File: config.mk
export PLATFORM = sky130hd
export DESIGN_NAME = tile_window_splitter
export DESIGN_NICKNAME = d
export VERILOG_FILES = /design/src/hdl/tws_pkg.sv /design/src/hdl/tile_window_splitter.sv /design/src/hdl/tws_div.sv /design/src/hdl/tws_front.sv /design/src/hdl/tws_queue.sv /design/src/hdl/tws_back.sv
export VERILOG_INCLUDE_DIRS = /design/src /design/src/hdl
export SDC_FILE = /design/constraint.sdc
export NUM_CORES = 1
export LEC_CHECK = 0
export BUFFER_PORTS_ARGS = -buffer_cell sky130_fd_sc_hd__buf_2
export CAP_MARGIN = 5
export CORE_MARGIN = 10
export CORE_UTILIZATION = 35
export CTS_CLUSTER_DIAMETER = 60
export DETAILED_ROUTE_END_ITERATION = 10
export HOLD_SLACK_MARGIN = 0.06
export PLACE_DENSITY = 0.48
export SLEW_MARGIN = 15
export SYNTH_ARGS = -nofsm -noshare
export SYNTH_HDL_FRONTEND = slang
export SYNTH_SLANG_ARGS = --single-unit
File: constraint.sdc
create_clock -name clk -period 15.25 [get_ports clk]
set_input_delay 1.525 -clock clk [delete_from_list [all_inputs] [get_ports clk]]
set_output_delay 1.525 -clock clk [all_outputs]
set_load 0.005 [all_outputs]
File: src/hdl/tile_window_splitter_macros.svh
// ----------------------------------------------------------------------------
// Assertion macros shared by the tile window splitter modules.
// The module that uses them must have signals named clk and rst.
// ----------------------------------------------------------------------------
`ifndef TILE_WINDOW_SPLITTER_MACROS_SVH
`define TILE_WINDOW_SPLITTER_MACROS_SVH

// Consequent must hold in the same cycle as the antecedent.
`define TWS_ASSERT_IMPL(name, ante, cons, msg) \
  name: assert property (@(posedge clk) disable iff (rst) (ante) |-> (cons)) \
    else $error(msg);

// Consequent must hold in the cycle after the antecedent.
`define TWS_ASSERT_NEXT(name, ante, cons, msg) \
  name: assert property (@(posedge clk) disable iff (rst) (ante) |=> (cons)) \
    else $error(msg);

`endif

File: src/hdl/tws_pkg.sv
// ----------------------------------------------------------------------------
// tws_pkg
// Widths, status codes, register indexes and shared types of the splitter.
// ----------------------------------------------------------------------------
package tws_pkg;

  localparam int COORD_W     = 32;
  localparam int CROP_W      = 12;
  localparam int SIZE_W      = 13;
  localparam int LIMIT_W     = 4;
  localparam int STATUS_W    = 2;
  localparam int CFG_INDEX_W = 2;

  localparam logic [STATUS_W-1:0] ST_OK       = 2'd0;
  localparam logic [STATUS_W-1:0] ST_EMPTY    = 2'd1;
  localparam logic [STATUS_W-1:0] ST_TOO_MANY = 2'd2;

  localparam logic [CFG_INDEX_W-1:0] CFG_TILE_WIDTH  = 2'd0;
  localparam logic [CFG_INDEX_W-1:0] CFG_TILE_HEIGHT = 2'd1;
  localparam logic [CFG_INDEX_W-1:0] CFG_MAX_TILES_X = 2'd2;
  localparam logic [CFG_INDEX_W-1:0] CFG_MAX_TILES_Y = 2'd3;

  localparam logic [SIZE_W-1:0]  TILE_WIDTH_RESET  = 13'd256;
  localparam logic [SIZE_W-1:0]  TILE_HEIGHT_RESET = 13'd256;
  localparam logic [LIMIT_W-1:0] MAX_TILES_RESET   = 4'd8;

  typedef struct packed {
    logic [SIZE_W-1:0]  tile_width;
    logic [SIZE_W-1:0]  tile_height;
    logic [LIMIT_W-1:0] max_tiles_x;
    logic [LIMIT_W-1:0] max_tiles_y;
  } cfg_t;

  // Geometry of one classified window, handed from front to back.
  typedef struct packed {
    logic [COORD_W-1:0]  cx0;
    logic [COORD_W-1:0]  cy0;
    logic [CROP_W-1:0]   left;
    logic [CROP_W-1:0]   top;
    logic [CROP_W-1:0]   right;
    logic [CROP_W-1:0]   bottom;
    logic [STATUS_W-1:0] status;
  } job_t;

endpackage

File: src/hdl/tile_window_splitter.sv
// Each window needs four floor divisions, run one after another on one shared
// radix-4 divider; the front takes no new window until it has pushed the job.
// Within a job, results leave at one item per cycle while the tile side does not stall.
// Reset: synchronous; empties the job queue and loads the register defaults.
// ----------------------------------------------------------------------------
// tile_window_splitter
// Splits a pixel window over a tile grid and emits one item per covered tile
// with its crop margins, or one error item for an empty or oversized window.
// ----------------------------------------------------------------------------
module tile_window_splitter #(
  parameter int MAX_TILES_PER_AXIS = 8,
  parameter int TILE_SIZE_LIMIT    = 4096
) (
  input  logic                                  clk,
  input  logic                                  rst,
  input  logic                                  cfg_valid,
  output logic                                  cfg_ready,
  input  logic [tws_pkg::CFG_INDEX_W-1:0]       cfg_index,
  input  logic [tws_pkg::SIZE_W-1:0]            cfg_data,
  input  logic                                  win_valid,
  output logic                                  win_stall,
  input  logic signed [tws_pkg::COORD_W-1:0]    win_xmin,
  input  logic signed [tws_pkg::COORD_W-1:0]    win_ymin,
  input  logic signed [tws_pkg::COORD_W-1:0]    win_xmax,
  input  logic signed [tws_pkg::COORD_W-1:0]    win_ymax,
  output logic                                  res_valid,
  input  logic                                  res_stall,
  output logic signed [tws_pkg::COORD_W-1:0]    tile_col,
  output logic signed [tws_pkg::COORD_W-1:0]    tile_row,
  output logic [tws_pkg::CROP_W-1:0]            crop_left,
  output logic [tws_pkg::CROP_W-1:0]            crop_top,
  output logic [tws_pkg::CROP_W-1:0]            crop_right,
  output logic [tws_pkg::CROP_W-1:0]            crop_bottom,
  output logic [tws_pkg::STATUS_W-1:0]          status,
  output logic                                  last
);
  import tws_pkg::*;

  localparam int CNT_W = $clog2(MAX_TILES_PER_AXIS);
  localparam int QW    = $bits(job_t) + 2 * CNT_W;

  cfg_t             cfg;
  logic             q_push;
  logic             q_pop;
  logic             q_full;
  logic             q_empty;
  job_t             f_job;
  job_t             b_job;
  logic [CNT_W-1:0] f_last_x;
  logic [CNT_W-1:0] f_last_y;
  logic [CNT_W-1:0] b_last_x;
  logic [CNT_W-1:0] b_last_y;
  logic [QW-1:0]    q_in;
  logic [QW-1:0]    q_out;

  assign cfg_ready = 1'b1;

  always_ff @(posedge clk) begin
    if (rst) begin
      cfg.tile_width  <= TILE_WIDTH_RESET;
      cfg.tile_height <= TILE_HEIGHT_RESET;
      cfg.max_tiles_x <= MAX_TILES_RESET;
      cfg.max_tiles_y <= MAX_TILES_RESET;
    end else if (cfg_valid && cfg_ready) begin
      unique case (cfg_index)
        CFG_TILE_WIDTH:  cfg.tile_width  <= cfg_data;
        CFG_TILE_HEIGHT: cfg.tile_height <= cfg_data;
        CFG_MAX_TILES_X: cfg.max_tiles_x <= cfg_data[LIMIT_W-1:0];
        CFG_MAX_TILES_Y: cfg.max_tiles_y <= cfg_data[LIMIT_W-1:0];
        default: begin
        end
      endcase
    end
  end

  tws_front #(
    .MAX_TILES_PER_AXIS (MAX_TILES_PER_AXIS),
    .TILE_SIZE_LIMIT    (TILE_SIZE_LIMIT),
    .CNT_W              (CNT_W)
  ) u_front (
    .clk       (clk),
    .rst       (rst),
    .cfg       (cfg),
    .win_valid (win_valid),
    .win_stall (win_stall),
    .win_xmin  (win_xmin),
    .win_ymin  (win_ymin),
    .win_xmax  (win_xmax),
    .win_ymax  (win_ymax),
    .q_full    (q_full),
    .q_push    (q_push),
    .q_job     (f_job),
    .q_last_x  (f_last_x),
    .q_last_y  (f_last_y)
  );

  assign q_in = {f_job, f_last_x, f_last_y};
  assign {b_job, b_last_x, b_last_y} = q_out;

  tws_queue #(
    .DATA_W (QW)
  ) u_queue (
    .clk       (clk),
    .rst       (rst),
    .push      (q_push),
    .push_data (q_in),
    .full      (q_full),
    .pop       (q_pop),
    .pop_data  (q_out),
    .empty     (q_empty)
  );

  tws_back #(
    .CNT_W (CNT_W)
  ) u_back (
    .clk         (clk),
    .rst         (rst),
    .q_empty     (q_empty),
    .q_job       (b_job),
    .q_last_x    (b_last_x),
    .q_last_y    (b_last_y),
    .q_pop       (q_pop),
    .res_valid   (res_valid),
    .res_stall   (res_stall),
    .tile_col    (tile_col),
    .tile_row    (tile_row),
    .crop_left   (crop_left),
    .crop_top    (crop_top),
    .crop_right  (crop_right),
    .crop_bottom (crop_bottom),
    .status      (status),
    .last        (last)
  );

endmodule

File: src/hdl/tws_div.sv
// ----------------------------------------------------------------------------
// tws_div
// Iterative unsigned divider, two restoring steps per cycle.
// ----------------------------------------------------------------------------
module tws_div (
  input  logic                       clk,
  input  logic                       rst,
  input  logic                       start,
  input  logic [tws_pkg::COORD_W-1:0] dividend,
  input  logic [tws_pkg::SIZE_W-1:0]  divisor,
  output logic                       done,
  output logic [tws_pkg::COORD_W-1:0] quotient,
  output logic [tws_pkg::SIZE_W-1:0]  remainder
);
  import tws_pkg::*;

  localparam int STEPS = COORD_W / 2;
  localparam int CNT_W = $clog2(STEPS);

  logic               busy;
  logic [CNT_W-1:0]   cnt;
  logic [COORD_W-1:0] quo;
  logic [SIZE_W-1:0]  rem;

  logic [SIZE_W:0]   t1;
  logic [SIZE_W:0]   t2;
  logic              qa;
  logic              qb;
  logic [SIZE_W-1:0] ra;
  logic [SIZE_W-1:0] rb;

  // The partial remainder stays below the divisor, so each new remainder fits SIZE_W bits.
  always_comb begin
    t1 = {rem, quo[COORD_W-1]};
    qa = (t1 >= {1'b0, divisor});
    ra = qa ? SIZE_W'(t1 - {1'b0, divisor}) : t1[SIZE_W-1:0];
    t2 = {ra, quo[COORD_W-2]};
    qb = (t2 >= {1'b0, divisor});
    rb = qb ? SIZE_W'(t2 - {1'b0, divisor}) : t2[SIZE_W-1:0];
  end

  always_ff @(posedge clk) begin
    if (rst) begin
      busy <= 1'b0;
      done <= 1'b0;
    end else begin
      if (start) begin
        busy <= 1'b1;
        done <= 1'b0;
      end else if (busy && cnt == '0) begin
        busy <= 1'b0;
        done <= 1'b1;
      end else begin
        done <= 1'b0;
      end
    end
  end

  always_ff @(posedge clk) begin
    if (start) begin
      cnt <= CNT_W'(STEPS - 1);
      quo <= dividend;
      rem <= '0;
    end else if (busy) begin
      cnt <= cnt - 1'b1;
      quo <= {quo[COORD_W-3:0], qa, qb};
      rem <= rb;
    end
  end

  assign quotient  = quo;
  assign remainder = rem;

endmodule

File: src/hdl/tws_front.sv
// ----------------------------------------------------------------------------
// tws_front
// Accepts a window, finds its first and last tile on each axis by floor
// division, classifies it and pushes a job into the queue.
// ----------------------------------------------------------------------------
`include "tile_window_splitter_macros.svh"

module tws_front #(
  parameter int MAX_TILES_PER_AXIS = 8,
  parameter int TILE_SIZE_LIMIT    = 4096,
  parameter int CNT_W              = 3
) (
  input  logic                        clk,
  input  logic                        rst,
  input  tws_pkg::cfg_t               cfg,
  input  logic                        win_valid,
  output logic                        win_stall,
  input  logic signed [tws_pkg::COORD_W-1:0] win_xmin,
  input  logic signed [tws_pkg::COORD_W-1:0] win_ymin,
  input  logic signed [tws_pkg::COORD_W-1:0] win_xmax,
  input  logic signed [tws_pkg::COORD_W-1:0] win_ymax,
  input  logic                        q_full,
  output logic                        q_push,
  output tws_pkg::job_t               q_job,
  output logic [CNT_W-1:0]            q_last_x,
  output logic [CNT_W-1:0]            q_last_y
);
  import tws_pkg::*;

  localparam int WIDE_W = COORD_W + 1;
  localparam int NB_W   = COORD_W + 2;

  localparam logic [1:0] F_IDLE  = 2'd0;
  localparam logic [1:0] F_START = 2'd1;
  localparam logic [1:0] F_WAIT  = 2'd2;
  localparam logic [1:0] F_PUSH  = 2'd3;

  localparam logic [1:0] STEP_XMIN = 2'd0;
  localparam logic [1:0] STEP_XMAX = 2'd1;
  localparam logic [1:0] STEP_YMIN = 2'd2;
  localparam logic [1:0] STEP_YMAX = 2'd3;

  logic [1:0] state;
  logic [1:0] step;

  logic signed [COORD_W-1:0] xmin;
  logic signed [COORD_W-1:0] ymin;
  logic signed [COORD_W-1:0] xmax;
  logic signed [COORD_W-1:0] ymax;

  logic signed [WIDE_W-1:0] floor_q [4];
  logic [SIZE_W-1:0]        rem_q   [4];

  logic [SIZE_W-1:0]  tw;
  logic [SIZE_W-1:0]  th;
  logic [LIMIT_W-1:0] limx;
  logic [LIMIT_W-1:0] limy;

  logic signed [WIDE_W-1:0] dvd;
  logic [SIZE_W-1:0]        dvs;
  logic                     neg;
  logic [COORD_W-1:0]       mag;
  logic                     div_start;
  logic                     div_done;
  logic [COORD_W-1:0]       div_quo;
  logic [SIZE_W-1:0]        div_rem;
  logic signed [WIDE_W-1:0] fq;
  logic [SIZE_W-1:0]        frem;

  logic signed [NB_W-1:0] nbx;
  logic signed [NB_W-1:0] nby;
  logic signed [NB_W-1:0] limx_s;
  logic signed [NB_W-1:0] limy_s;
  logic [SIZE_W-1:0]      right_full;
  logic [SIZE_W-1:0]      bottom_full;

  // Tile sizes of zero act as one; sizes and limits saturate at their maxima.
  always_comb begin
    if (cfg.tile_width == '0) begin
      tw = SIZE_W'(1);
    end else if (int'(cfg.tile_width) > TILE_SIZE_LIMIT) begin
      tw = SIZE_W'(TILE_SIZE_LIMIT);
    end else begin
      tw = cfg.tile_width;
    end
    if (cfg.tile_height == '0) begin
      th = SIZE_W'(1);
    end else if (int'(cfg.tile_height) > TILE_SIZE_LIMIT) begin
      th = SIZE_W'(TILE_SIZE_LIMIT);
    end else begin
      th = cfg.tile_height;
    end
    limx = (int'(cfg.max_tiles_x) > MAX_TILES_PER_AXIS) ? LIMIT_W'(MAX_TILES_PER_AXIS)
                                                        : cfg.max_tiles_x;
    limy = (int'(cfg.max_tiles_y) > MAX_TILES_PER_AXIS) ? LIMIT_W'(MAX_TILES_PER_AXIS)
                                                        : cfg.max_tiles_y;
  end

  always_comb begin
    unique case (step)
      STEP_XMIN: begin
        dvd = {xmin[COORD_W-1], xmin};
        dvs = tw;
      end
      STEP_XMAX: begin
        dvd = {xmax[COORD_W-1], xmax} - WIDE_W'(1);
        dvs = tw;
      end
      STEP_YMIN: begin
        dvd = {ymin[COORD_W-1], ymin};
        dvs = th;
      end
      STEP_YMAX: begin
        dvd = {ymax[COORD_W-1], ymax} - WIDE_W'(1);
        dvs = th;
      end
      default: begin
        dvd = '0;
        dvs = tw;
      end
    endcase
  end

  // For a negative value a, floor(a / d) = ~(~a / d) and the non-negative
  // remainder is d - 1 - (~a % d), so the divider only sees magnitudes.
  assign neg  = dvd[WIDE_W-1];
  assign mag  = neg ? ~dvd[COORD_W-1:0] : dvd[COORD_W-1:0];
  assign fq   = neg ? ~{1'b0, div_quo} : {1'b0, div_quo};
  assign frem = neg ? (dvs - SIZE_W'(1) - div_rem) : div_rem;

  assign div_start = (state == F_START);

  tws_div u_div (
    .clk       (clk),
    .rst       (rst),
    .start     (div_start),
    .dividend  (mag),
    .divisor   (dvs),
    .done      (div_done),
    .quotient  (div_quo),
    .remainder (div_rem)
  );

  always_ff @(posedge clk) begin
    if (rst) begin
      state <= F_IDLE;
      step  <= STEP_XMIN;
    end else begin
      unique case (state)
        F_IDLE: begin
          if (win_valid) begin
            step  <= STEP_XMIN;
            state <= F_START;
          end
        end
        F_START: begin
          state <= F_WAIT;
        end
        F_WAIT: begin
          if (div_done) begin
            if (step == STEP_YMAX) begin
              state <= F_PUSH;
            end else begin
              step  <= step + 1'b1;
              state <= F_START;
            end
          end
        end
        F_PUSH: begin
          if (!q_full) begin
            state <= F_IDLE;
          end
        end
        default: begin
          state <= F_IDLE;
        end
      endcase
    end
  end

  always_ff @(posedge clk) begin
    if (state == F_IDLE && win_valid) begin
      xmin <= win_xmin;
      ymin <= win_ymin;
      xmax <= win_xmax;
      ymax <= win_ymax;
    end
    if (state == F_WAIT && div_done) begin
      floor_q[step] <= fq;
      rem_q[step]   <= frem;
    end
  end

  assign win_stall = (state != F_IDLE);
  assign q_push    = (state == F_PUSH) && !q_full;

  always_comb begin
    nbx    = NB_W'(floor_q[STEP_XMAX]) - NB_W'(floor_q[STEP_XMIN]) + NB_W'(1);
    nby    = NB_W'(floor_q[STEP_YMAX]) - NB_W'(floor_q[STEP_YMIN]) + NB_W'(1);
    limx_s = $signed({{(NB_W-LIMIT_W){1'b0}}, limx});
    limy_s = $signed({{(NB_W-LIMIT_W){1'b0}}, limy});
    right_full  = tw - SIZE_W'(1) - rem_q[STEP_XMAX];
    bottom_full = th - SIZE_W'(1) - rem_q[STEP_YMAX];

    q_job.cx0    = floor_q[STEP_XMIN][COORD_W-1:0];
    q_job.cy0    = floor_q[STEP_YMIN][COORD_W-1:0];
    q_job.left   = rem_q[STEP_XMIN][CROP_W-1:0];
    q_job.top    = rem_q[STEP_YMIN][CROP_W-1:0];
    q_job.right  = right_full[CROP_W-1:0];
    q_job.bottom = bottom_full[CROP_W-1:0];

    // Columns are checked before rows, the limit before emptiness.
    if (nbx >= limx_s) begin
      q_job.status = ST_TOO_MANY;
    end else if (nbx <= NB_W'(0)) begin
      q_job.status = ST_EMPTY;
    end else if (nby >= limy_s) begin
      q_job.status = ST_TOO_MANY;
    end else if (nby <= NB_W'(0)) begin
      q_job.status = ST_EMPTY;
    end else begin
      q_job.status = ST_OK;
    end

    q_last_x = nbx[CNT_W-1:0] - CNT_W'(1);
    q_last_y = nby[CNT_W-1:0] - CNT_W'(1);
  end

  `TWS_ASSERT_IMPL(a_done_while_waiting, div_done, state == F_WAIT, "divider finished outside the wait state")

endmodule

File: src/hdl/tws_queue.sv
// ----------------------------------------------------------------------------
// tws_queue
// Two-entry queue of classified jobs between the front and the back.
// ----------------------------------------------------------------------------
module tws_queue #(
  parameter int DATA_W = 1
) (
  input  logic              clk,
  input  logic              rst,
  input  logic              push,
  input  logic [DATA_W-1:0] push_data,
  output logic              full,
  input  logic              pop,
  output logic [DATA_W-1:0] pop_data,
  output logic              empty
);
  localparam int DEPTH = 2;
  localparam int PTR_W = $clog2(DEPTH);

  logic [DATA_W-1:0] slots [DEPTH];
  logic [PTR_W-1:0]  wr_ptr;
  logic [PTR_W-1:0]  rd_ptr;
  logic [PTR_W:0]    count;

  always_ff @(posedge clk) begin
    if (push) begin
      slots[wr_ptr] <= push_data;
    end
  end

  always_ff @(posedge clk) begin
    if (rst) begin
      wr_ptr <= '0;
      rd_ptr <= '0;
      count  <= '0;
    end else begin
      if (push) begin
        wr_ptr <= wr_ptr + 1'b1;
      end
      if (pop) begin
        rd_ptr <= rd_ptr + 1'b1;
      end
      count <= count + (PTR_W + 1)'(push) - (PTR_W + 1)'(pop);
    end
  end

  assign full     = (count == (PTR_W + 1)'(DEPTH));
  assign empty    = (count == '0);
  assign pop_data = slots[rd_ptr];

endmodule

File: src/hdl/tws_back.sv
// ----------------------------------------------------------------------------
// tws_back
// Walks the tile grid of one job row by row and drives the result register.
// ----------------------------------------------------------------------------
`include "tile_window_splitter_macros.svh"

module tws_back #(
  parameter int CNT_W = 3
) (
  input  logic                               clk,
  input  logic                               rst,
  input  logic                               q_empty,
  input  tws_pkg::job_t                      q_job,
  input  logic [CNT_W-1:0]                   q_last_x,
  input  logic [CNT_W-1:0]                   q_last_y,
  output logic                               q_pop,
  output logic                               res_valid,
  input  logic                               res_stall,
  output logic signed [tws_pkg::COORD_W-1:0] tile_col,
  output logic signed [tws_pkg::COORD_W-1:0] tile_row,
  output logic [tws_pkg::CROP_W-1:0]         crop_left,
  output logic [tws_pkg::CROP_W-1:0]         crop_top,
  output logic [tws_pkg::CROP_W-1:0]         crop_right,
  output logic [tws_pkg::CROP_W-1:0]         crop_bottom,
  output logic [tws_pkg::STATUS_W-1:0]       status,
  output logic                               last
);
  import tws_pkg::*;

  logic             active;
  job_t             job;
  logic [CNT_W-1:0] lx;
  logic [CNT_W-1:0] ly;
  logic [CNT_W-1:0] x;
  logic [CNT_W-1:0] y;
  logic             out_free;
  logic             err;
  logic             end_x;
  logic             end_y;
  logic             emit;

  assign q_pop    = !active && !q_empty;
  assign out_free = !res_valid || !res_stall;
  assign err      = (job.status != ST_OK);
  assign end_x    = err || (x == lx);
  assign end_y    = err || (y == ly);
  assign emit     = active && out_free;

  always_ff @(posedge clk) begin
    if (rst) begin
      active    <= 1'b0;
      res_valid <= 1'b0;
    end else begin
      if (q_pop) begin
        active <= 1'b1;
      end else if (emit && end_x && end_y) begin
        active <= 1'b0;
      end
      if (emit) begin
        res_valid <= 1'b1;
      end else if (out_free) begin
        res_valid <= 1'b0;
      end
    end
  end

  always_ff @(posedge clk) begin
    if (q_pop) begin
      job <= q_job;
      lx  <= q_last_x;
      ly  <= q_last_y;
      x   <= '0;
      y   <= '0;
    end else if (emit) begin
      if (end_x) begin
        x <= '0;
        y <= y + 1'b1;
      end else begin
        x <= x + 1'b1;
      end
    end

    if (emit) begin
      if (err) begin
        // A rejected window yields one zeroed item that carries the status.
        tile_col    <= '0;
        tile_row    <= '0;
        crop_left   <= '0;
        crop_top    <= '0;
        crop_right  <= '0;
        crop_bottom <= '0;
        status      <= job.status;
        last        <= 1'b1;
      end else begin
        tile_col    <= $signed(job.cx0 + COORD_W'(x));
        tile_row    <= $signed(job.cy0 + COORD_W'(y));
        crop_left   <= (x == '0) ? job.left : '0;
        crop_top    <= (y == '0) ? job.top : '0;
        crop_right  <= end_x ? job.right : '0;
        crop_bottom <= end_y ? job.bottom : '0;
        status      <= ST_OK;
        last        <= end_x && end_y;
      end
    end
  end

  `TWS_ASSERT_NEXT(a_pop_starts_job, q_pop, active, "job popped but grid walk did not start")
  `TWS_ASSERT_IMPL(a_error_alone, res_valid && status != ST_OK, last && tile_col == '0 && crop_left == '0, "error item must be a zeroed final item")
  `TWS_ASSERT_IMPL(a_walk_in_grid, active && !err, x <= lx && y <= ly, "grid counters ran past the window")

endmodule

==> results.toml <==
[power]
powerDensity_nw_per_um2 = 156
p_leak_uw = 0.0181
max-vdd-ir-drop_uv = 91.2

[sta]
timing.hold.ws_ps = 444
slew_headroom_pct = 26.5
slew_violations = 0
fmax_mhz = 145
worstMarginPinSlew_ps = 1100
period_minus_slack_ps = 6910
clock_skew_ps = 34.0
grt_setup_unrepaired = "false"
post-route-period-util_pct = 45.3
finalSetupViolations = 0
finalHoldViolCount = 0
finalSetupTns_ps = 0

[floorplan]
die_area_sq_um = 134000
placement_rows = 126
core-area_sq_um = 119000
ioPinCount = 266
die_x_um = 366
die_h_um = 366
initial_utilization_pct = 35.4

[global_routing]
antenna_found_initial = 2
grt_pass1_wl_um = 162000
grt_start_max_net_pins = 129
grt_overflow_total = 0
grt_pass1_vias = 25700
grt_use_total_pct = 15.5

[clocking]
cts_root_buf = "clkbuf_16"
clkSlewWorstSetupHoldPaths_ps = 60
cts_hold_buf = 0
cts_max_path_buffers = 3
cts_setup_buffers = 0
cts.htree.levels = 3
cts_buffers = 108
cts.repair.resized = 0
cts.sinks = 884
clock_latency_ps = 700
cts_tree = "yes"

[detailed_routing]
routedWlPerCell_um = 20.4
num_vias = 25600
drtAntennaViolNets = 0
remaining_drc_errors = 0
dr.pass1.iters = 5
viasPerCell = 4.87
wl_um = 107000
first_iter_violations = 1927

[synthesis]
async_flop_share_pct = 0
yosys_register_bits = 884
yosysWarningCount = 0
syn_area_per_cell_sq_um = 12.8
synth.distinct_cells = 95
ys.flop_type = "edfxtp_1"
synthesis.nets = 3637
postSynthCellCount = 3272
ys_seq_area_share_pct = 61.7
syn-cell-area_sq_um = 41900
synth_edf_count = 815

[run]
maxCapViolCount = 0

[worst_setup_path]
crit_required_ps = 15850
path_max_fanout = 35
path_class = "reg -> reg"
r2r_cells = 24
cp-end-kind = "flip-flop"
critPathLaunchType = "flip-flop"
r2r-end = "u_front.u_div.remainder[0]"
crit_start = "u_front.step[0]"
r2r_slack_ps = 8340
crit_arrival_ps = 7510
r2r-start = "u_front.step[0]"

[finish]
syn2layout_area_growth_pct = 16.3
fin_util_pct = 41.1
nFillCells = 11200
fin_nets = 3933
drive_gt1_share_pct = 17.4
register_area_sq_um = 25900
multi_input_area_sq_um = 14900

[placement]
gp_congestion = 0.852
port_buffers = 264
detailed_place_hpwl_um = 79300

[min_path]
hp-class = "reg -> reg"
min_to = "u_queue.slots[0][51]"
hold_path.startpoint = "u_front.rem_q[0][7]"
hold_depth = 0

[run_status]
status = "finished, final reports clean"
cell usage in the layout (no fill, tap or decap), drive strengths merged, types with 28 or more instances in the layout:
master,n
edfxtp,815
buf,288
nand2,256
inv,233
ha,208
nor2,200
a21oi,168
mux2,131
o21ai,127
clkbuf,127
xor2,125
xnor2,119
and2,72
dfxtp,69
nand3,64
nor3,55
mux2i,52
nor2b,42
clkinv,42
a21o,41
nand4,29
nand2b,28
Yosys cell counts, types with 10 or more instances:
| library cell | instances | share of area [%] |
|---|---|---|
| a22oi_1 | 13 | 0.23 |
| dfxtp_1 | 69 | 3.3 |
| nor2b_1 | 42 | 0.63 |
| o221ai_1 | 11 | 0.23 |
| a211o_1 | 10 | 0.21 |
| mux2_2 | 129 | 3.5 |
| a211oi_1 | 16 | 0.29 |
| a31oi_1 | 20 | 0.30 |
| or3_1 | 21 | 0.31 |
| a21oi_1 | 166 | 2.0 |
| nor4_1 | 15 | 0.22 |
| edfxtp_1 | 815 | 58 |
| xnor2_1 | 118 | 2.5 |
| buf_1 | 10 | 0.090 |
| and3_1 | 15 | 0.22 |
| o21a_1 | 16 | 0.29 |
| o21ai_0 | 124 | 1.5 |
| nor3b_1 | 15 | 0.27 |
| nand3_1 | 64 | 0.76 |
| nand2_1 | 256 | 2.3 |
| o21bai_1 | 21 | 0.38 |
| and2_1 | 72 | 1.1 |
| nor3_1 | 54 | 0.64 |
| a21o_1 | 40 | 0.72 |
| xor2_1 | 125 | 2.6 |
| nand4_1 | 29 | 0.43 |
| clkbuf_1 | 74 | 0.66 |
| ha_1 | 208 | 6.2 |
| nand2b_1 | 28 | 0.42 |
| nor2_1 | 200 | 1.8 |
| o211ai_1 | 12 | 0.21 |
| mux2i_1 | 50 | 1.2 |
| and4_1 | 11 | 0.23 |
| inv_1 | 217 | 1.9 |
cell families after synthesis:
group / count (synthesis) / synth area share (%)
DFF: 884 / 61.7
other: 1 / 0.00894
adders and majority gates: 224 / 6.81
xor gates and xnor gates: 244 / 5.11
AOI/OAI and AO/OA: 550 / 8.48
buffers and inverters: 321 / 3.00
muxes: 183 / 4.79
and+or+nand+nor: 865 / 10.1
where the power goes:
part,leakage [uW],switching [uW],internal [uW]
clock network,0.00179,1050,1570
logic,0.00817,1060,644
registers,0.00809,174,3100
total,0.0181,2280,5320
registers in the layout, indices dropped and copies added (netlist names), 34 cells and up:
| register | count |
|---|---|
| cfg | 34 |
| u_front.floor_q | 132 |
| u_front.rem_q | 48 |
| u_queue.slots | 240 |
| u_back.job | 114 |
per-layer routing:
metal	global-route usage (%)	part of all wire, %	vias to the layer above	wire length, um
met1	22.6	49	12300	52900
met2	23.4	43	617	46200
met5	0	0	-	0
li1	-	-	12600	-
met3	3.21	5.3	140	5700
met4	3.89	2.3	0	2480
per-stage QoR:
step | std cells | total power [uW] | setup slack [ps] | cell area (sq um)
2_1_floorplan | 3272 | 4500 | 7770 | 41900
5_1_grt | 5259 | 8020 | 7750 | 48800
4_1_cts | 5259 | 7720 | 8240 | 48800
6_report | 5261 | 7610 | 8340 | 48800
3_5_place_dp | 5058 | 5050 | 8250 | 45100
3_3_place_gp | 5058 | 5060 | 8330 | 45100
worst max path at each step:
stage                                       end  cells past startpoint
finish               u_front.u_div.remainder[0]                     24
global route         u_front.u_div.remainder[0]                     23
floorplan                       u_front.xmax[0]                      2
global placement    u_front.u_div.remainder[12]                     24
CTS                 u_front.u_div.remainder[12]                     23
detailed placement  u_front.u_div.remainder[12]                     23
critical path: stages (launching register included):
cell and delay [ps]:
dfxtp_1 380, inv_1 110, ha_1 200, buf_4 250, nor2_1 580, nand2_1 100, o21ai_0 300, inv_1 240
ha_1 350, a21o_1 190, maj3_2 320, o211ai_1 170, a211oi_1 170, or2_2 350, maj3_2 330, and4b_1 200
or3_1 420, ha_1 400, nand3_1 130, nor2_1 60, a221o_1 390, a31oi_4 180, o211a_1 500, mux2_1 380
a21oi_1 150
final cells by class:
| type | count | area share (%) |
|---|---|---|
| repair buffers | 288 | 3.10 |
| clock buffers | 127 | 5.79 |
| clock inverters | 74 | 1.75 |
| well taps | 1600 | 4.10 |
| multi-input cells | 2067 | 30.5 |
| inverters | 219 | 1.69 |
| diodes | 2 | 0.0103 |
| flip-flops and latches | 884 | 53.0 |
Note: power is estimated with default switching activity, not from simulation.
